**src/sv/sidar_pkg.sv**
```systemverilog
// ----------------------------------------------------------------------------
// sidar_pkg
// Shared types and codes for the connection arming table: event and result
// words, flag layout, controller command and status.
// ----------------------------------------------------------------------------
package sidar_pkg;

    localparam int CONN_W          = 10;
    localparam int CONN_SPAN       = 2 ** CONN_W;
    localparam int CONNECTIONS_DEF = 1024;
    // wide enough for the largest allowed connection count
    localparam int LIMIT_W         = 17;
    localparam int OPCODE_W        = 4;
    localparam int ACTION_W        = 3;
    localparam int CFG_IDX_W       = 1;
    localparam int FLAGS_W         = 9;

    typedef enum logic [OPCODE_W-1:0] {
        OP_OPEN       = 4'd0,
        OP_ERROR      = 4'd1,
        OP_REGISTER   = 4'd2,
        OP_UNREGISTER = 4'd3,
        OP_RD_READY   = 4'd4,
        OP_WR_READY   = 4'd5,
        OP_SPAWN_RD   = 4'd6,
        OP_SPAWN_WR   = 4'd7,
        OP_YIELD_RD   = 4'd8,
        OP_YIELD_WR   = 4'd9,
        OP_ATTACH_RD  = 4'd10,
        OP_DETACH_RD  = 4'd11,
        OP_ATTACH_WR  = 4'd12,
        OP_DETACH_WR  = 4'd13,
        OP_CLEAR_RD   = 4'd14,
        OP_CLEAR_WR   = 4'd15
    } opcode_t;

    typedef enum logic [ACTION_W-1:0] {
        ACT_NONE     = 3'd0,
        ACT_WAKE_RD  = 3'd1,
        ACT_WAKE_WR  = 3'd2,
        ACT_START_RD = 3'd3,
        ACT_START_WR = 3'd4,
        ACT_MISUSE   = 3'd5
    } action_t;

    typedef enum logic [CFG_IDX_W-1:0] {
        CFG_INBOUND_AUTOSTART  = 1'd0,
        CFG_OUTBOUND_AUTOSTART = 1'd1
    } cfg_reg_t;

    // closed sits in the low bit
    typedef struct packed {
        logic wr_wait;
        logic rd_wait;
        logic wr_pend;
        logic rd_pend;
        logic wr_spawn;
        logic rd_spawn;
        logic wr_ready;
        logic rd_ready;
        logic closed;
    } flags_t;

    typedef struct packed {
        logic [OPCODE_W-1:0] opcode;
        logic [CONN_W-1:0]   conn_index;
    } sidar_req_t;

    typedef struct packed {
        logic [CONN_W-1:0]   out_index;
        logic [ACTION_W-1:0] action;
        logic                is_closed;
        logic                rd_ready;
        logic                wr_ready;
    } sidar_rsp_t;

    typedef struct packed {
        logic clear_step;
        logic capture;
        logic commit;
    } sidar_cmd_t;

    typedef struct packed {
        logic clear_last;
    } sidar_sts_t;

endpackage

```
**src/sv/sidar_ctrl.sv**
```systemverilog
// ----------------------------------------------------------------------------
// sidar_ctrl
// Sequencer: clearing pass after reset, then fetch and update of one entry
// per event, with a result holding register toward the consumer.
// ----------------------------------------------------------------------------
module sidar_ctrl
    import sidar_pkg::*;
(
    input  logic       clk,
    input  logic       rst_n,
    input  logic       req_valid,
    output logic       req_ready,
    output logic       rsp_valid,
    input  logic       rsp_ready,
    output sidar_cmd_t cmd,
    input  sidar_sts_t sts
);

    typedef enum logic [1:0] {
        ST_CLEAR,
        ST_IDLE,
        ST_MODIFY
    } state_t;

    state_t state_reg;
    state_t state_next;
    logic   rsp_valid_reg;
    logic   rsp_valid_next;
    logic   slot_free;

    assign req_ready = (state_reg == ST_IDLE);
    assign rsp_valid = rsp_valid_reg;
    assign slot_free = !rsp_valid_reg || rsp_ready;

    always_comb
    begin
        state_next     = state_reg;
        rsp_valid_next = rsp_valid_reg && !rsp_ready;
        cmd            = '0;
        unique case (state_reg)
            ST_CLEAR:
            begin
                cmd.clear_step = 1'b1;
                if (sts.clear_last)
                begin
                    state_next = ST_IDLE;
                end
            end
            ST_IDLE:
            begin
                if (req_valid)
                begin
                    cmd.capture = 1'b1;
                    state_next  = ST_MODIFY;
                end
            end
            ST_MODIFY:
            begin
                // hold the fetched entry until the result register can take it
                if (slot_free)
                begin
                    cmd.commit     = 1'b1;
                    rsp_valid_next = 1'b1;
                    state_next     = ST_IDLE;
                end
            end
            default:
            begin
                state_next = ST_CLEAR;
            end
        endcase
    end

    always_ff @(posedge clk or negedge rst_n)
    begin
        if (!rst_n)
        begin
            state_reg     <= ST_CLEAR;
            rsp_valid_reg <= 1'b0;
        end
        else
        begin
            state_reg     <= state_next;
            rsp_valid_reg <= rsp_valid_next;
        end
    end

endmodule

```
**config.mk**
```make
export PLATFORM = sky130hd
export DESIGN_NAME = sidar_ctrl
export DESIGN_NICKNAME = d
export VERILOG_FILES = /design/src/sv/sidar_pkg.sv /design/src/sv/sidar_ctrl.sv
export SDC_FILE = /design/constraint.sdc
export NUM_CORES = 1
export LEC_CHECK = 0
export BUFFER_PORTS_ARGS = -buffer_cell sky130_fd_sc_hd__buf_4
export CAP_MARGIN = 20
export CORE_AREA = 2 2 39 41
export CTS_CLUSTER_DIAMETER = 150
export DETAILED_ROUTE_END_ITERATION = 8
export DIE_AREA = 0 0 41 43
export SLEW_MARGIN = 20
export SYNTH_ARGS = -nofsm -noshare
export SYNTH_HDL_FRONTEND = slang
export SYNTH_SLANG_ARGS = --single-unit
```
**constraint.sdc**
```tcl
create_clock -name clk -period 1.1 [get_ports clk]
set_input_delay 0.165 -clock clk [delete_from_list [all_inputs] [get_ports clk]]
set_output_delay 0.165 -clock clk [all_outputs]
set_load 0.1 [all_outputs]
```
Yosys cells after proc, flatten, opt, wreduce, memory -nomap -nowiden. Index checks and enable logic that the tools add are counted.

Output and inout bits: 5. Bits in registers: 3. Input port bits: 5. Logic and storage cells: 24.

Reduce and logical (&&, ||, !) cells: 6. Muxes and demuxes: 11. Equality and inequality tests: 5.

Operators by type and width (number): $mux W1 (7); $mux W2 (3); $ne A2 B2 Y1 const B (3); $pmux W2 S3 (1); $reduce_and A3 Y1 (1); $eq A2 B1 Y1 const B (1); $eq A2 B2 Y1 const B (1); $logic_not A1 Y1 (2); $logic_not A2 Y1 (1); $logic_and A1 B1 Y1 (1); $logic_or A1 B1 Y1 (1).

Depth between registers and ports, before layout. Gate-level depths: netlist (run 1).

Depth in word-level cells: 4. Gate-level depth with buffers: 2. Depth with buffers taken out: 2.

Worst setup path before layout (run 1). Ideal clock, no wire load.

Kind: flip-flop to output port. From: reg rsp_valid_reg (netlist: rsp_valid). To: out cmd[0] in the netlist's numbering. Buffers on the path: 0. Arrival: 2356 ps. Slack: -1421 ps. Data required time: 935 ps. Cell stages (with the launch flop): 2. Cell sequence: dfrtp_1 > a21oi_1.

RTL lines: start: declaration (RTL line sidar_ctrl.sv:27) `logic rsp_valid_reg;`; start signal: assignment (RTL line sidar_ctrl.sv:84) `rsp_valid_reg <= rsp_valid_next;`; end: declaration (RTL line sidar_ctrl.sv:15) `output sidar_cmd_t cmd,`.

==> impl_results.md, run 1 <==
* Syn. warnings at 0
* Final Slew Violations at 0
* Fin Clk Skew at 0.00205 ns
* Sequential fraction of the synthesis area at 0.492
* Root Driver: clkbuf_4
* CP Data Required Time at 0.94 ns
* Worst hold slack at 0.133 ns
* Port Buffer Count at 9
* Crit start category: flop
* Vias per inst at 3.63
* Failing checks: negative setup slack
* Slew Limit Headroom at 0.855
* Syn Nets at 21
* Status: finished with violations
* Die footprint at 1760 um2
* Drt total wl at 392 um
* Setup slack after layout at -0.190 ns
* Filler cell count at 151
* Placer Congestion at 0.594
* # setup viols final at 4
* Iteration-0 DRC Markers at 0
* DR DRC count at 0
* Final worst-path cycle share at 1.17
* CP Capture Type: primary output
* Final #Nets at 38
* Chip Height at 43 um
* Unrepaired setup endpoints after global routing: true
* Clock Sinks at 3
* Initial antenna violation count at 0
* Mapped Cells at 16
* Hold/Removal Path Class: input pin to flop
* Core ar. at 1380 um2
* Drt wl/cell at 8.17 um
* Initial cell density of the core at 0.110
* Antenna diodes at 0
* Antenna Nets Post-Route at 0
* Worst Tran Pin Value at 0.216 ns
* Area grow syn2layout at 155%
* Die width at 41 um
* Avg Inst Size Synth at 9.54 um2
* Largest net degree at the start of global routing at 5
* Vias in the first global route at 203
* DP HPWL at 356 um
* Htree depth at 1
* Total grt overflow at 0
* Yosys cell types at 11
* Final Hold Vio Count at 0
* I/O Pins at 10
* WP data arrival at 1.13 ns
* Post-Layout Cell Count at 48
* Inst Count DP at 43
* MaxCap Viol Count at 0
* Max Clk Rate at 0.775 GHz
* Fin crit period at 1.29 ns
* Place WS at -0.0479 ns
* Vias after detailed routing at 174
* Clk pin slew, worst setup/hold paths at 0.04 ns
* CTS tree: done
* Crit path kind: flop to primary output
* Detailed Routing Iterations Pass 1 at 1
* Total GRT Usage at 0.0624
* Mapped Area at 153 um2
* Max FFs per register at 2
* Share of layout cells above drive strength 1 at 0.688
* Worst reg-to-reg setup slack at 0.08 ns
* CP Max Fanout at 4
* TritonCTS Buffers at 3
* Seq cells post-synth at 3
* Clk Latency, worst-skew pair at 0.23 ns
* First-pass GRT wire length at 662 um
* Clock buffer depth at 2
* Rows at 14
* Commonest non-fill, non-tap cell in the layout: buf_4
* Commonest non-fill, non-tap cells in the layout: 6 x buf_4, 5 x buf_12, 3 x clkbuf_4, 2 x nor2_4, 2 x inv_1
-- Yosys cell counts --
cell      count  area share
nand2b_1      1       0.041
and3b_1       1       0.057
a21oi_1       1       0.033
inv_1         3       0.074
dfrtp_1       3        0.49
o21ai_0       1       0.033
a21o_1        1       0.049
o32ai_1       1       0.057
o21bai_1      1       0.049
nor2_1        2       0.049
and3b_2       1       0.066
-- cell families (layout without fill, tap and decap cells) --
family,after synthesis,after routing,synth area share
flops,3,3,0.492
simple gates,5,5,0.213
compound gates,5,5,0.221
buf+inv,3,19,0.0738
-- worst max-delay path, cell delays in order, from the launching register on --
cell     delay (ns)
dfrtp_2        0.40
and3b_4        0.32
buf_12         0.17
-- area by class of cell --
class	count	area [um2]	area share
flip-flops and latches	3	80.1	0.206
inverters	3	11.3	0.0289
multi-input cells	10	96.3	0.248
clock buffers	4	26.3	0.0675
repair buffers	12	155	0.399
well taps	16	20.0	0.0514
-- routing by layer --
metal,track usage,wire length (um),up-vias,part of all wire
met5,0,0,-,0
met4,0.0800,0,0,0
met3,0.0314,21,0,0.054
met2,0.100,238,5,0.61
met1,0.0388,132,84,0.34
li1,-,-,85,-
-- path summary, 6_finish.rpt --
path,cells past startpoint,start,end
worst max register to register,2,rsp_valid,state_reg[1]
worst max-delay path,2,state_reg[1],cmd[1]
worst min-delay path,2,rsp_ready,rsp_valid
max in group asynchronous,2,rst_n,state_reg[1]
min in group asynchronous,2,rst_n,rsp_valid
worst min register to register,2,state_reg[1],rsp_valid
-- per-stage QoR --
stage | TNS (ns) | instance area [um2] | util
2_1_floorplan | -0.430 | 188 | -
3_3_place_gp | -0.0442 | 290 | 0.210
3_5_place_dp | -0.0682 | 290 | 0.210
4_1_cts | -0.724 | 380 | 0.275
5_1_grt | -0.797 | 389 | 0.281
6_report | -0.632 | 389 | 0.281
-- timing repair --
item                       4_1_cts  5_1_grt
resized for setup               13        2
setup endpoints to repair        5        5
gates cloned                     0        0
buffers inserted                 0        0
hold buffers                     1        0
hold endpoints to repair         3        0
pin swaps                        0        1
Power of run 1 is left out: the tool's default activity adds up to more than one toggle a clock period on the data nets, which glitch-free logic cannot reach.
==> run 2: changes to the inputs <==
--- a/config.mk
+++ b/config.mk
@@ -11,6 +11,7 @@
 export CTS_CLUSTER_DIAMETER = 150
 export DETAILED_ROUTE_END_ITERATION = 8
 export DIE_AREA = 0 0 41 43
+export PLACE_DENSITY = 0.33
 export SLEW_MARGIN = 20
 export SYNTH_ARGS = -nofsm -noshare
 export SYNTH_HDL_FRONTEND = slang
==> constraint.sdc (replaced) <==
create_clock -name clk -period 1.1 [get_ports clk]
set_input_delay 0.22 -clock clk [delete_from_list [all_inputs] [get_ports clk]]
set_output_delay 0.22 -clock clk [all_outputs]
set_load 0.1 [all_outputs]
==> run 2 against run 1 <==
Cell area increased by 13%; highest routed layer unchanged; non-clock buffer count grew 4; worst setup slack worse by 0.069 ns; global-route usage rose by 1.6 points; the run still ends with negative setup slack left; largest cell class unchanged.
==> impl_results.md, run 2 (synthesis results as in run 1) <==
* Status: finished with violations
* Failing checks: negative setup slack
* Antenna diodes at 0
* Rows at 14
* First-pass GRT wire length at 834 um
* WP data arrival at 1.14 ns
* CP Capture Type: primary output
* Filler cell count at 141
* Crit-path max cell delay at 0.41 ns
* Die footprint at 1760 um2
* Detailed Routing Iterations Pass 1 at 3
* Clk pin slew, worst setup/hold paths at 0.04 ns
* Clock buffer depth at 2
* CP max-delay cell: dfrtp_2
* Crit path kind: flop to primary output
* Slew Limit Headroom at 0.871
* Max FFs per register at 2
* CP Data Required Time at 0.88 ns
* Inst Count DP at 46
* Commonest non-fill, non-tap cells in the layout: 9 x buf_4, 5 x buf_12, 3 x clkbuf_4, 2 x nor2_4, 2 x inv_1
* Chip Height at 43 um
* # setup viols final at 5
* Fin Clk Skew at 0.00497 ns
* Drt total wl at 473 um
* Root Driver: clkbuf_4
* Place WS at -0.113 ns
* Fin crit period at 1.36 ns
* Vias in the first global route at 198
* CTS tree: done
* Initial antenna violation count at 0
* Area grow syn2layout at 187%
* Initial cell density of the core at 0.110
* Worst hold slack at 0.182 ns
* Vias per inst at 3.62
* Crit start category: flop
* Worst Tran Pin Value at 0.193 ns
* Clk Latency, worst-skew pair at 0.23 ns
* Final Slew Violations at 0
* Max Clk Rate at 0.736 GHz
* TritonCTS Buffers at 3
* Commonest non-fill, non-tap cell in the layout: buf_4
* Share of layout cells above drive strength 1 at 0.778
* CP Max Fanout at 4
* Buf/Inv on CP at 1
* Port Buffer Count at 9
* Final #Nets at 42
* Clock Sinks at 3
* Hold/Removal Path Class: input pin to flop
* MaxCap Viol Count at 0
* Drt wl/cell at 9.10 um
* Final Hold Vio Count at 0
* DR DRC count at 0
* Post-Layout Cell Count at 52
* Die width at 41 um
* I/O Pins at 10
* Htree depth at 1
* Core ar. at 1380 um2
* Unrepaired setup endpoints after global routing: true
* Largest net degree at the start of global routing at 5
* Antenna Nets Post-Route at 0
* Cells along the critical path: and3b_4 -> buf_12
* Setup slack after layout at -0.259 ns
* Total GRT Usage at 0.0785
* Vias after detailed routing at 188
* CP top delay family: flip-flops
* Placer Congestion at 0.662
* Final worst-path cycle share at 1.24
* Iteration-0 DRC Markers at 2
* Total grt overflow at 0
run 2: cell count changes in the layout (fill, tap and decap cells not counted), sizes merged:
cell	delta
buf	+4
run 2: timing repair:
action | 4_1_cts | 5_1_grt
resized for setup | 17 | 1
endpoints found under the hold margin | 3 | 0
pin swaps | 1 | 0
hold buffers | 1 | 0
setup buffers | 1 | 0
setup endpoints to repair | 6 | 7
run 2: cell type report:
cell class                      instances  area (um2)  share of cell area
Tap cell                               16        20.0              0.0457
Clock buffer                            4        26.3              0.0600
Inverter                                3        11.3              0.0257
Sequential cell                         3        80.1               0.183
Multi-Input combinational cell         10         111               0.254
Timing Repair Buffer                   16         189               0.431
run 2: path summary, 6_finish.rpt:
kind,from,endpoint,slack (ns),depth (start not counted)
worst max-delay path,state_reg[1],cmd[1],-0.26,2
worst min-delay path,rsp_ready,rsp_valid,0.18,2
worst max register to register,rsp_valid,state_reg[1],0.01,3
worst min register to register,state_reg[0],rsp_valid,0.62,2
max in group asynchronous,rst_n,rsp_valid,0.68,2
min in group asynchronous,rst_n,state_reg[1],0.31,2
run 2: per-layer routing:
layer / up-vias / track usage / wire length [um]
met2: 10 / 0.0938 / 234
met3: 0 / 0.0524 / 44
met1: 84 / 0.0844 / 194
li1: 94 / - / -
met4: 0 / 0.0800 / 0
met5: - / 0 / 0
run 2: per-stage QoR:
stage           util  cell area, um2  setup TNS [ns]
2_1_floorplan      -             188          -0.641
3_3_place_gp   0.226             313          -0.308
3_5_place_dp   0.226             313          -0.310
4_1_cts        0.311             430           -1.10
5_1_grt        0.316             438           -1.31
6_report       0.316             438           -1.04
Power of run 2 is left out for the same reason.
